<file path="src/rtl/swdm_pkg.sv">
// shared types, constants and register codes of the stereo wet/dry mixer
package swdm_pkg;

  localparam int CFG_W           = 24;
  localparam int CFG_IDX_W       = 2;
  localparam int SAMPLE_BITS_DEF = 24;
  localparam int GAIN_FRAC_DEF   = 23;
  localparam int RAMP_RST        = 350;
  localparam int THR_RST         = 2653;

  typedef enum logic [CFG_IDX_W-1:0] {
    REG_MIX_TARGET  = 2'd0,
    REG_RAMP_STEP   = 2'd1,
    REG_EQUAL_POWER = 2'd2,
    REG_DRY_THRESH  = 2'd3
  } cfg_reg_e;

  typedef enum logic [2:0] {
    S_IDLE,
    S_RAMP,
    S_DRY,
    S_MIX,
    S_OUT
  } mix_state_e;

  typedef enum logic [1:0] {
    D_IDLE,
    D_MUL,
    D_LOAD,
    D_ROOT
  } dry_state_e;

  // per-cycle control of a serial mix lane
  typedef struct packed {
    logic load;
    logic step;
    logic rnd;
    logic wet_bit;
    logic dry_bit;
  } lane_ctl_t;

endpackage

</file>
<file path="src/rtl/swdm_dry.sv">
// dry gain unit: linear complement, or serial multiply and bit-serial square root
module swdm_dry #(
  parameter int GAIN_FRAC_BITS = swdm_pkg::GAIN_FRAC_DEF
) (
  input  logic                    clk_i,
  input  logic                    rst_ni,
  input  logic                    start_i,
  input  logic                    equal_power_i,
  input  logic [GAIN_FRAC_BITS:0] wet_gain_i,
  output logic                    done_o,
  output logic [GAIN_FRAC_BITS:0] dry_gain_o
);
  import swdm_pkg::*;

  localparam int GW   = GAIN_FRAC_BITS + 1;
  localparam int CNTW = $clog2(GW);
  localparam logic [GW-1:0]   ONE  = {1'b1, {GAIN_FRAC_BITS{1'b0}}};
  localparam logic [CNTW-1:0] LAST = CNTW'(GW - 1);

  dry_state_e state_q, state_d;
  logic [CNTW-1:0] cnt_q;
  logic            done_q;

  logic [GW:0]     a_q;
  logic [GW-1:0]   b_q;
  logic [GW:0]     mhi_q;
  logic [GW-1:0]   mlo_q;
  logic [2*GW-1:0] x_q;
  logic [GW:0]     rem_q;
  logic [GW-1:0]   root_q;
  logic [GW-1:0]   dry_q;

  logic [GW+1:0] msum;
  logic [GW+2:0] rem2;
  logic [GW+2:0] trial;
  logic          ge;
  logic [GW+2:0] rem_n;
  logic [GW-1:0] root_n;

  // (one - w) * (one + w) = one^2 - w^2, multiplier bits lsb first
  assign msum  = {1'b0, mhi_q} + (b_q[0] ? {1'b0, a_q} : '0);
  assign rem2  = {rem_q, x_q[2*GW-1 -: 2]};
  assign trial = {1'b0, root_q, 2'b01};
  assign ge    = (rem2 >= trial);
  assign rem_n = ge ? (rem2 - trial) : rem2;
  assign root_n = {root_q[GW-2:0], ge};

  always_comb begin
    state_d = state_q;
    case (state_q)
      D_IDLE: begin
        if (start_i && equal_power_i) state_d = D_MUL;
      end
      D_MUL: begin
        if (cnt_q == LAST) state_d = D_LOAD;
      end
      D_LOAD: state_d = D_ROOT;
      D_ROOT: begin
        if (cnt_q == LAST) state_d = D_IDLE;
      end
      default: state_d = D_IDLE;
    endcase
  end

  always_ff @(posedge clk_i or negedge rst_ni) begin
    if (!rst_ni) begin
      state_q <= D_IDLE;
      cnt_q   <= '0;
      done_q  <= 1'b0;
    end else begin
      state_q <= state_d;
      done_q  <= 1'b0;
      case (state_q)
        D_IDLE: begin
          cnt_q <= '0;
          if (start_i && !equal_power_i) done_q <= 1'b1;
        end
        D_MUL: begin
          cnt_q <= (cnt_q == LAST) ? '0 : cnt_q + 1'b1;
        end
        D_LOAD: cnt_q <= '0;
        D_ROOT: begin
          cnt_q <= cnt_q + 1'b1;
          if (cnt_q == LAST) done_q <= 1'b1;
        end
        default: cnt_q <= '0;
      endcase
    end
  end

  always_ff @(posedge clk_i) begin
    case (state_q)
      D_IDLE: begin
        if (start_i) begin
          dry_q <= ONE - wet_gain_i;
          a_q   <= {1'b0, ONE} + {1'b0, wet_gain_i};
          b_q   <= ONE - wet_gain_i;
          mhi_q <= '0;
          mlo_q <= '0;
        end
      end
      D_MUL: begin
        mhi_q <= msum[GW+1:1];
        mlo_q <= {msum[0], mlo_q[GW-1:1]};
        b_q   <= {1'b0, b_q[GW-1:1]};
      end
      D_LOAD: begin
        x_q    <= {mhi_q[GW-1:0], mlo_q};
        rem_q  <= '0;
        root_q <= '0;
      end
      D_ROOT: begin
        x_q    <= {x_q[2*GW-3:0], 2'b00};
        rem_q  <= rem_n[GW:0];
        root_q <= root_n;
        if (cnt_q == LAST) dry_q <= root_n;
      end
      default: ;
    endcase
  end

  assign done_o     = done_q;
  assign dry_gain_o = dry_q;

  a_start_idle: assert property (@(posedge clk_i) disable iff (!rst_ni)
    start_i |-> state_q == D_IDLE)
    else $error("dry unit started while busy");

  a_root_range: assert property (@(posedge clk_i) disable iff (!rst_ni)
    done_q |-> dry_q <= ONE)
    else $error("dry gain above unity");

endmodule

</file>
<file path="src/rtl/swdm_lane.sv">
// one bit-serial mix lane: wet*wg + dry*dg with rounding and saturation
module swdm_lane #(
  parameter int SAMPLE_BITS = swdm_pkg::SAMPLE_BITS_DEF
) (
  input  logic                          clk_i,
  input  swdm_pkg::lane_ctl_t           ctl_i,
  input  logic signed [SAMPLE_BITS-1:0] wet_i,
  input  logic signed [SAMPLE_BITS-1:0] dry_i,
  output logic signed [SAMPLE_BITS-1:0] q_o
);
  import swdm_pkg::*;

  localparam int HW = SAMPLE_BITS + 2;
  localparam int SW = HW + 1;
  localparam int QW = HW + 1;
  localparam logic signed [QW-1:0] QMAX = {{(QW-SAMPLE_BITS+1){1'b0}}, {(SAMPLE_BITS-1){1'b1}}};
  localparam logic signed [QW-1:0] QMIN = {{(QW-SAMPLE_BITS+1){1'b1}}, {(SAMPLE_BITS-1){1'b0}}};

  logic signed [HW-1:0] hi_q;
  logic                 last_q;

  logic signed [SW-1:0] wet_x, dry_x, hi_x, sum;
  logic signed [QW-1:0] q;

  assign wet_x = {{3{wet_i[SAMPLE_BITS-1]}}, wet_i};
  assign dry_x = {{3{dry_i[SAMPLE_BITS-1]}}, dry_i};
  assign hi_x  = {hi_q[HW-1], hi_q};
  // accumulator lsb weighs 2^k at step k, so the half-lsb round is a carry-in
  assign sum   = hi_x + (ctl_i.wet_bit ? wet_x : '0) + (ctl_i.dry_bit ? dry_x : '0)
               + {{(SW-1){1'b0}}, ctl_i.rnd};

  always_ff @(posedge clk_i) begin
    if (ctl_i.load) begin
      hi_q   <= '0;
      last_q <= 1'b0;
    end else if (ctl_i.step) begin
      hi_q   <= sum[SW-1:1];
      last_q <= sum[0];
    end
  end

  // floor of the rounded sum over 2^frac
  assign q = {hi_q, last_q};

  always_comb begin
    if (q > QMAX) begin
      q_o = {1'b0, {(SAMPLE_BITS-1){1'b1}}};
    end else if (q < QMIN) begin
      q_o = {1'b1, {(SAMPLE_BITS-1){1'b0}}};
    end else begin
      q_o = q[SAMPLE_BITS-1:0];
    end
  end

endmodule

</file>
<file path="src/rtl/stereo_wet_dry_ramped_mixer_top.sv">
// top level of the stereo wet/dry mixer with ramped wet gain
//
//  channel | direction | handshake                   | payload
//  --------+-----------+-----------------------------+--------------------------------------
//  cfg     | in        | cfg_we_i                    | cfg_idx_i, cfg_wdata_i
//  in      | in        | in_valid_i / in_stall_o     | wet_left/right_i, dry_left/right_i
//  out     | out       | out_valid_o / out_stall_i   | out_left/right_o, is_dry_o, is_fading_o
//
// one frame at a time; each frame goes through the ramp, dry gain, mix and output
// states; in equal-power mode the dry gain state also waits out the serial multiply and root
// the mix is a bit-serial multiply over the gain bits; equal power adds a serial
// multiply and a two-bits-per-cycle square root in the dry gain unit
// reset gives full wet gain, no fade and the register defaults
// a finished frame waits in the output register; the next frame is taken meanwhile
module stereo_wet_dry_ramped_mixer_top #(
  parameter int SAMPLE_BITS    = swdm_pkg::SAMPLE_BITS_DEF,
  parameter int GAIN_FRAC_BITS = swdm_pkg::GAIN_FRAC_DEF
) (
  input  logic                                 clk_i,
  input  logic                                 rst_ni,
  input  logic                                 cfg_we_i,
  input  logic [swdm_pkg::CFG_IDX_W-1:0]       cfg_idx_i,
  input  logic [swdm_pkg::CFG_W-1:0]           cfg_wdata_i,
  input  logic                                 in_valid_i,
  output logic                                 in_stall_o,
  input  logic signed [SAMPLE_BITS-1:0]        wet_left_i,
  input  logic signed [SAMPLE_BITS-1:0]        wet_right_i,
  input  logic signed [SAMPLE_BITS-1:0]        dry_left_i,
  input  logic signed [SAMPLE_BITS-1:0]        dry_right_i,
  output logic                                 out_valid_o,
  input  logic                                 out_stall_i,
  output logic signed [SAMPLE_BITS-1:0]        out_left_o,
  output logic signed [SAMPLE_BITS-1:0]        out_right_o,
  output logic                                 is_dry_o,
  output logic                                 is_fading_o
);
  import swdm_pkg::*;

  localparam int GW   = GAIN_FRAC_BITS + 1;
  localparam int CNTW = $clog2(GW);
  localparam int XW   = (GW > CFG_W) ? GW : CFG_W;
  localparam logic [GW-1:0]   ONE  = {1'b1, {GAIN_FRAC_BITS{1'b0}}};
  localparam logic [CNTW-1:0] LAST = CNTW'(GW - 1);
  localparam logic [CNTW-1:0] RND  = CNTW'(GAIN_FRAC_BITS - 1);

  mix_state_e state_q, state_d;

  logic [GW-1:0]    mix_target_q;
  logic [GW-1:0]    ramp_q;
  logic             eqp_q;
  logic [CFG_W-1:0] thr_q;
  logic [GW-1:0]    wet_gain_q;
  logic             fading_q;

  logic [CNTW-1:0]  mcnt_q;
  logic [GW-1:0]    wg_sr_q;
  logic [GW-1:0]    dg_sr_q;

  logic signed [SAMPLE_BITS-1:0] wet_l_q, wet_r_q, dry_l_q, dry_r_q;
  logic                          out_valid_q;
  logic signed [SAMPLE_BITS-1:0] out_l_q, out_r_q;
  logic                          is_dry_q, is_fading_q;

  logic          in_acc;
  logic          out_load;
  logic          dry_start;
  logic          dry_done;
  logic [GW-1:0] dry_gain;
  lane_ctl_t     lane_ctl;
  logic signed [SAMPLE_BITS-1:0] mix_l, mix_r;

  logic [GW-1:0] diff;
  logic [GW-1:0] ramp_gain;
  logic          ramp_fading;
  logic [XW-1:0] cfg_x, one_x, tgt_x, step_x;
  logic          dry_flag;

  // configuration saturation
  assign cfg_x  = XW'(cfg_wdata_i);
  assign one_x  = XW'(ONE);
  assign tgt_x  = (cfg_x > one_x) ? one_x : cfg_x;
  assign step_x = (cfg_x == '0) ? XW'(1) : ((cfg_x > one_x) ? one_x : cfg_x);

  // ramp or snap of the wet gain
  always_comb begin
    diff        = (wet_gain_q > mix_target_q) ? (wet_gain_q - mix_target_q)
                                              : (mix_target_q - wet_gain_q);
    ramp_gain   = wet_gain_q;
    ramp_fading = fading_q;
    if (fading_q) begin
      if (diff <= ramp_q) begin
        ramp_gain   = mix_target_q;
        ramp_fading = 1'b0;
      end else if (wet_gain_q < mix_target_q) begin
        ramp_gain = wet_gain_q + ramp_q;
      end else begin
        ramp_gain = wet_gain_q - ramp_q;
      end
    end
  end

  assign dry_flag = !fading_q && (XW'(mix_target_q) < XW'(thr_q));

  assign in_stall_o = (state_q != S_IDLE);
  assign in_acc     = in_valid_i && !in_stall_o;

  always_comb begin
    state_d          = state_q;
    dry_start        = 1'b0;
    out_load         = 1'b0;
    lane_ctl         = '0;
    lane_ctl.wet_bit = wg_sr_q[0];
    lane_ctl.dry_bit = dg_sr_q[0];
    case (state_q)
      S_IDLE: begin
        if (in_acc) state_d = S_RAMP;
      end
      S_RAMP: begin
        dry_start = 1'b1;
        state_d   = S_DRY;
      end
      S_DRY: begin
        if (dry_done) begin
          lane_ctl.load = 1'b1;
          state_d       = S_MIX;
        end
      end
      S_MIX: begin
        lane_ctl.step = 1'b1;
        lane_ctl.rnd  = (mcnt_q == RND);
        if (mcnt_q == LAST) state_d = S_OUT;
      end
      S_OUT: begin
        if (!out_valid_q || !out_stall_i) begin
          out_load = 1'b1;
          state_d  = S_IDLE;
        end
      end
      default: state_d = S_IDLE;
    endcase
  end

  always_ff @(posedge clk_i or negedge rst_ni) begin
    if (!rst_ni) begin
      state_q <= S_IDLE;
    end else begin
      state_q <= state_d;
    end
  end

  always_ff @(posedge clk_i or negedge rst_ni) begin
    if (!rst_ni) begin
      mix_target_q <= ONE;
      ramp_q       <= GW'(RAMP_RST);
      eqp_q        <= 1'b0;
      thr_q        <= CFG_W'(THR_RST);
      wet_gain_q   <= ONE;
      fading_q     <= 1'b0;
      mcnt_q       <= '0;
      out_valid_q  <= 1'b0;
    end else begin
      if (state_q == S_RAMP) begin
        wet_gain_q <= ramp_gain;
        fading_q   <= ramp_fading;
      end
      if (cfg_we_i) begin
        case (cfg_reg_e'(cfg_idx_i))
          REG_MIX_TARGET: begin
            if (tgt_x[GW-1:0] != mix_target_q) begin
              mix_target_q <= tgt_x[GW-1:0];
              fading_q     <= 1'b1;
            end
          end
          REG_RAMP_STEP:   ramp_q <= step_x[GW-1:0];
          REG_EQUAL_POWER: eqp_q  <= cfg_wdata_i[0];
          REG_DRY_THRESH:  thr_q  <= cfg_wdata_i;
          default: ;
        endcase
      end
      if (lane_ctl.load) begin
        mcnt_q <= '0;
      end else if (lane_ctl.step) begin
        mcnt_q <= mcnt_q + 1'b1;
      end
      if (out_load) begin
        out_valid_q <= 1'b1;
      end else if (!out_stall_i) begin
        out_valid_q <= 1'b0;
      end
    end
  end

  always_ff @(posedge clk_i) begin
    if (in_acc) begin
      wet_l_q <= wet_left_i;
      wet_r_q <= wet_right_i;
      dry_l_q <= dry_left_i;
      dry_r_q <= dry_right_i;
    end
    if (lane_ctl.load) begin
      wg_sr_q <= wet_gain_q;
      dg_sr_q <= dry_gain;
    end else if (lane_ctl.step) begin
      wg_sr_q <= {1'b0, wg_sr_q[GW-1:1]};
      dg_sr_q <= {1'b0, dg_sr_q[GW-1:1]};
    end
    if (out_load) begin
      out_l_q     <= mix_l;
      out_r_q     <= mix_r;
      is_dry_q    <= dry_flag;
      is_fading_q <= fading_q;
    end
  end

  swdm_dry #(
    .GAIN_FRAC_BITS (GAIN_FRAC_BITS)
  ) u_dry (
    .clk_i         (clk_i),
    .rst_ni        (rst_ni),
    .start_i       (dry_start),
    .equal_power_i (eqp_q),
    .wet_gain_i    (ramp_gain),
    .done_o        (dry_done),
    .dry_gain_o    (dry_gain)
  );

  swdm_lane #(
    .SAMPLE_BITS (SAMPLE_BITS)
  ) u_lane_l (
    .clk_i (clk_i),
    .ctl_i (lane_ctl),
    .wet_i (wet_l_q),
    .dry_i (dry_l_q),
    .q_o   (mix_l)
  );

  swdm_lane #(
    .SAMPLE_BITS (SAMPLE_BITS)
  ) u_lane_r (
    .clk_i (clk_i),
    .ctl_i (lane_ctl),
    .wet_i (wet_r_q),
    .dry_i (dry_r_q),
    .q_o   (mix_r)
  );

  assign out_valid_o = out_valid_q;
  assign out_left_o  = out_l_q;
  assign out_right_o = out_r_q;
  assign is_dry_o    = is_dry_q;
  assign is_fading_o = is_fading_q;

  a_settled_on_target: assert property (@(posedge clk_i) disable iff (!rst_ni)
    !fading_q |-> wet_gain_q == mix_target_q)
    else $error("wet gain off target while not fading");

  a_gain_range: assert property (@(posedge clk_i) disable iff (!rst_ni)
    wet_gain_q <= ONE && mix_target_q <= ONE)
    else $error("gain above unity");

  a_dry_done_state: assert property (@(posedge clk_i) disable iff (!rst_ni)
    dry_done |-> state_q == S_DRY)
    else $error("dry gain finished outside its wait state");

endmodule
</file>
<file path="config.mk">
export PLATFORM = sky130hd
export DESIGN_NAME = stereo_wet_dry_ramped_mixer_top
export DESIGN_NICKNAME = d
export VERILOG_FILES = /design/src/rtl/swdm_pkg.sv /design/src/rtl/swdm_dry.sv /design/src/rtl/swdm_lane.sv /design/src/rtl/stereo_wet_dry_ramped_mixer_top.sv
export SDC_FILE = /design/constraint.sdc
export NUM_CORES = 2
export LEC_CHECK = 0
export BUFFER_PORTS_ARGS = -buffer_cell sky130_fd_sc_hd__buf_2
export CORE_MARGIN = 4
export CORE_UTILIZATION = 40
export DETAILED_ROUTE_END_ITERATION = 8
export PLACE_DENSITY = 0.52
export SKIP_CTS_REPAIR_TIMING = 1
export SLEW_MARGIN = 30
export SYNTH_ARGS = -nofsm -noshare
export SYNTH_HDL_FRONTEND = slang
export SYNTH_SLANG_ARGS = --single-unit
export TNS_END_PERCENT = 10
</file>
<file path="constraint.sdc">
create_clock -name clk_i -period 10.5 [get_ports clk_i]
set_clock_uncertainty 0.05 [all_clocks]
set_input_delay 0.525 -clock clk_i [delete_from_list [all_inputs] [get_ports clk_i]]
set_output_delay 0.525 -clock clk_i [all_outputs]
set_load 0.01 [all_outputs]
</file>
* Yosys cells after proc, flatten, opt, wreduce, memory -nomap -nowiden
Cells that the tools add are included.
Word-level totals: register bits 582, input bits 127, output and inout bits 52, word-level logic and storage cells 171
Cells by class: $add $sub $neg 16, magnitude comparators 10, equal/unequal tests 23, muxes and demuxes 59, reductions and logical operators 29
Operators by type and width (number):
- 24-bit 2-to-1 mux | 15
- 24-bit case mux with 2 select lines | 4
- 27-bit adder | 4
- 27-bit 2-to-1 mux | 4
- 25-bit case mux with 2 select lines | 2
- 48-bit case mux with 2 select lines | 1
- 25-bit 2-to-1 mux | 3
- 24-bit subtractor | 3
- 27-bit by 1-bit adder with 27-bit output | 2
- 27-bit by 24-bit greater-than comparator with 1-bit output, second input constant | 2
- 27-bit by 24-bit less-than comparator with 1-bit output, second input constant | 2
- 24-bit less-than comparator | 2
- 27-bit by 26-bit >= comparator with 1-bit output | 1
- 25-bit by 26-bit adder with 26-bit output | 1
- 24-bit by 24-bit adder with 25-bit output, first input constant | 1
- 25-bit subtractor | 1
- 24-bit adder | 1
- 24-bit greater-than comparator | 1
- 24-bit greater-than comparator, second input constant | 1
- 24-bit less-or-equal comparator | 1
- 24-bit zero test | 1
- 24-bit != test | 1
- 24-bit subtractor, first input constant | 1
- 5-bit equality test, second input constant | 3
- 27 further kinds | 79

* Longest topological paths before layout
word-level depth 9, gate-level depth with buffers 33, depth with buffers taken out 28

* Modules after synthesis
Synthesis repeated with hierarchy kept, for this count alone.
Unflattened totals: cell total of the unflattened synthesis 3442, area, all modules 35636.7 µm²
By module, submodules not included:
- stereo_wet_dry_ramped_mixer_top | times used 1, cells an instance 1451, area each 16388.2 µm², seq. area each 8521.9 µm²
- swdm_dry | times used 1, cells an instance 1028, area each 12035.3 µm², seq. area each 6776.5 µm²
- swdm_lane (u_lane_l) | times used 1, cells an instance 486, area each 3651.0 µm², seq. area each 540.5 µm²
- swdm_lane (u_lane_r) | times used 1, cells an instance 477, area each 3562.2 µm², seq. area each 540.5 µm²

* Worst setup path before layout
Ideal clock, no wire load.
kind flip-flop to flip-flop, start point reg mix_target_q[23], end point reg u_dry.dry_q[16] (netlist: u_dry.dry_gain_o[16]), data pin, library setup time 266 ps, data arrival time 5829 ps, data required time 10184 ps, slack 4356 ps, stages on the path, launching flop included 30, path buffers 3, clock period less this slack 6144 ps, cells stage by stage dfstp_2 > inv_1 > ha_1 > nand4_1 > nor4_1 > o21ai_1 > and3_1 > buf_6 > or2_4 > buf_6 > o211a_1 > a211oi_2 > o21ai_1 > o31a_1 > a31oi_1 > xnor2_1 > ha_1 > nand4_1 > nor3_1 > nand2_1 > o31a_1 > buf_2 > o21ai_0 > a21oi_1 > a21oi_1 > ha_1 > nand4_2 > nor4_1 > xor2_1 > o21bai_1
Between the ends: longest elaborated chain between the ends 8, elaborated cells between the ends (all ways) 12, classes of those cells add/sub: 3; order compare: 3; mux: 6
RTL lines:
- from (decl) | line stereo_wet_dry_ramped_mixer_top.sv:48 | logic [GW-1:0] mix_target_q;
- from (signal assigned) | line stereo_wet_dry_ramped_mixer_top.sv:170 | mix_target_q <= tgt_x[GW-1:0];
- 24-bit subtractor, or another cell as far along | line stereo_wet_dry_ramped_mixer_top.sv:87 | : (mix_target_q - wet_gain_q);
- 24-bit 2-to-1 mux | line stereo_wet_dry_ramped_mixer_top.sv:86 | diff = (wet_gain_q > mix_target_q) ? (wet_gain_q - mix_target_q)
- 24-bit less-or-equal comparator | line stereo_wet_dry_ramped_mixer_top.sv:91 | if (diff <= ramp_q) begin
- 24-bit 2-to-1 mux (*) | line stereo_wet_dry_ramped_mixer_top.sv:91
- 24-bit 2-to-1 mux (*) | line stereo_wet_dry_ramped_mixer_top.sv:90 | if (fading_q) begin
- 24-bit subtractor (*) | line swdm_dry.sv:95 | dry_q <= ONE - wet_gain_i;
- 24-bit 2-to-1 mux (*) | line swdm_dry.sv:94 | if (start_i) begin
- 24-bit case mux with 2 select lines (*) | line swdm_dry.sv:92 | case (state_q)
- to (signal assigned) | line swdm_dry.sv:95
- to (signal assigned) | line swdm_dry.sv:116 | if (cnt_q == LAST) dry_q <= root_n;
- to (decl) | line swdm_dry.sv:31 | logic [GW-1:0] dry_q;
Every way passes the cells marked *; elsewhere a longest branch is shown, timed or not. The select of a mux whose other input is x is not followed. A chain may end at the register's enable or synchronous reset.

* Worst setup path after layout
start point reg mix_target_q[19], end point reg u_dry.dry_q[21] (netlist: u_dry.dry_gain_o[21]), data pin
Same word-level chain as after synthesis.

==> metrics.csv <==
metric,value,unit
Post-synth EDFFs,413,
Syn Inst Count,3296,
DRC viols,0,
"top cells by area, synth","edfxtp_1 (36%), ha_1 (8.2%), dfrtp_1 (7.2%)",
Ys Warns,0,
row cnt,107,
DRT Pass-1 Iters,6,
die area,0.0917,mm^2
die width,303,um
post-synth design cell area,0.0348,mm^2
min-delay worst type,in -> reg,
GRT Util Overall,0.208,
CP max stage cell,and3_1,
ANT nets after route,0,
Synth area leader,edfxtp_1,
grt total ovfl,0,
setup_tns,0,ns
status,completed,
core area,0.0857,mm^2
Max Freq,119,MHz
Final setup viols,0,
period utilization,0.801,
Buf/Inv on CP,1,
Storage cell area,0.0164,mm^2
Cells after DPL,4529,
routed via count,25200,
sequential area share after synthesis,0.471,
count of pins over their slew limit,0,
Min Hold Slack,0.0331,ns
Synth Register Bits,582,
initial antenna violation count,1,
Worst Setup End Kind,flop,
Buffers on Ports,178,
synthesis-to-layout area growth,13.3,%
clk buf depth,3,
min cycle time layout,8.41,ns
# fillers,8079,
CTS tree,yes,
Synth Flop Type,edfxtp_1,
Starting Density,0.406,
crit path DAT,8.69,ns
Routed WL per cell,20.7,um
CTS root buf,clkbuf_16,
CP peak stage delay,0.81,ns
post-synth net total,3710,
Post-DP HPWL,71.3,mm
Finished Layout Cells,4661,
Final Wtd Congestion,0.913,
final wirelength,96.4,mm
fraction of registers with async set/reset,0.198,
syn avg cell area,10.5,um^2
vias in the first global route,25200,
Worst-Margin Slew,1.01,ns
critical path class,reg -> reg,
worst skew pair latency,0.63,ns
"CP delay by family, top",simple AND/OR/NAND/NOR gates,
clk slew on worst S/H paths,0.06,ns
height of the die,303,um
clk sink count,582,
max_cap viols,0,
Final Hold Vio Count,0,
layout cell share with drive strength beyond 1,0.148,
largest net degree at the start of global routing,74,
Slew Limit Headroom,0.328,
CTS buffer count,70,
"Max FO, Critical Path",30,
vias per cell,5.40,
final net count,3874,
io pins,179,
Initial DRC Count,1601,
"Req. time, crit path",10.78,ns
crit path launch type,flop,
RSZ-0062 raised after global routing,false,
Synth top area share,0.357,
H-tree level count,3,
antenna cells,0,
first-pass GRT wire length,148,mm
Multi-input gate area,0.0166,mm^2
Unique masters post-synth,105,
cell usage in the layout, fill, tap and decap left out, types with 72 or more instances in the layout:
cell	instances
a21o_1	121
a21oi_1	157
clkbuf_16	72
edfxtp_1	413
buf_2	177
and2_1	80
o21ai_0	170
nand2_1	297
xnor2_1	110
mux2_2	123
dfrtp_1	100
ha_1	227
inv_1	351
nor2_1	153
worst register-to-register path, stage by stage (launching register included):
cell,delay [ns]
dfrtp_1,0.45
inv_1,0.16
ha_1,0.46
nand2_1,0.22
o21ai_1,0.13
a311oi_1,0.59
and3_1,0.81
or2_4,0.53
mux2_2,0.40
a211oi_2,0.21
o21ai_1,0.17
o31a_1,0.34
a31oi_1,0.21
xnor2_1,0.10
ha_1,0.30
nand4_1,0.18
nor3_1,0.34
nand2_1,0.12
o31a_1,0.39
nor2_4,0.39
a311oi_1,0.09
nor3b_1,0.57
nand4_1,0.22
nor4_1,0.40
xor2_1,0.23
o21bai_1,0.08
through the flow:
stage	worst slack (ns)	area, um^2	util
final	2.09	39400	0.460
after global routing	1.56	39400	0.460
after CTS	2.04	39300	0.459
after detailed placement	2.06	37000	0.431
after global placement	2.17	36900	0.431
after floorplan	4.36	34800	-
Yosys cell counts, drive strengths merged, types with 67 or more instances:
master and number:
xnor2 110, a21oi 158, clkbuf 86, ha 229
a21o 122, inv 354, nor2 157, and2 80
mux2 124, nand3 67, nand2 299, dfrtp 100
edfxtp 413, o21ai 185
flip-flops by register name, summed over array words and instances, names as in the netlist, 25 cells and up:
register	count
u_dry.mhi_q	25
u_dry.a_q	25
u_lane_r.hi_q	26
u_dry.rem_q	25
u_lane_l.hi_q	26
u_dry.x_q	48
final timing paths:
| kind | slack (ns) | endpoint | startpoint | cells past startpoint |
|---|---|---|---|---|
| worst max-delay path | 2.09 | u_dry.dry_gain_o[21] | mix_target_q[19] | 25 |
| worst min-delay path | 0.03 | wet_r_q[3] | wet_right_i[3] | 1 |
| worst max register to register | 2.09 | u_dry.dry_gain_o[21] | mix_target_q[19] | 25 |
| worst min register to register | 0.43 | u_lane_r.hi_q[2] | u_lane_r.hi_q[2] | 2 |
| max in group asynchronous | 8.79 | wet_gain_q[1] | rst_ni | 3 |
| min in group asynchronous | 0.47 | thr_q[22] | rst_ni | 2 |
metal layers:
metal,global-route usage,up-vias,routed length [um]
met3,0.0263,137,3950
met4,0.0623,2,2660
met2,0.331,589,44200
met5,0,-,13
li1,-,12100,-
met1,0.297,12400,45600
logic make-up (layout without fill, tap and decap cells):
logic type / after synthesis / in the layout / share of synthesized area
adder cells (fa/ha/maj): 288 / 288 / 0.116
buffers and inverters: 477 / 698 / 0.0533
flip-flops: 582 / 582 / 0.471
AND/OR/NAND/NOR: 848 / 848 / 0.120
XOR/XNOR: 162 / 162 / 0.0408
multiplexers: 160 / 160 / 0.0505
AO/OA/AOI/OAI: 779 / 779 / 0.148
cell type report:
| class | instances | area share |
|---|---|---|
| multi-input combinational | 2237 | 0.422 |
| clock inverter | 34 | 0.0105 |
| inverter | 356 | 0.0340 |
| tap | 1144 | 0.0363 |
| sequential | 582 | 0.416 |
| clock buffer | 95 | 0.0503 |
| timing repair buffer | 213 | 0.0304 |
Power is left out: the tool's default activity adds up to more than one toggle a clock period on the data nets, which glitch-free logic cannot reach.
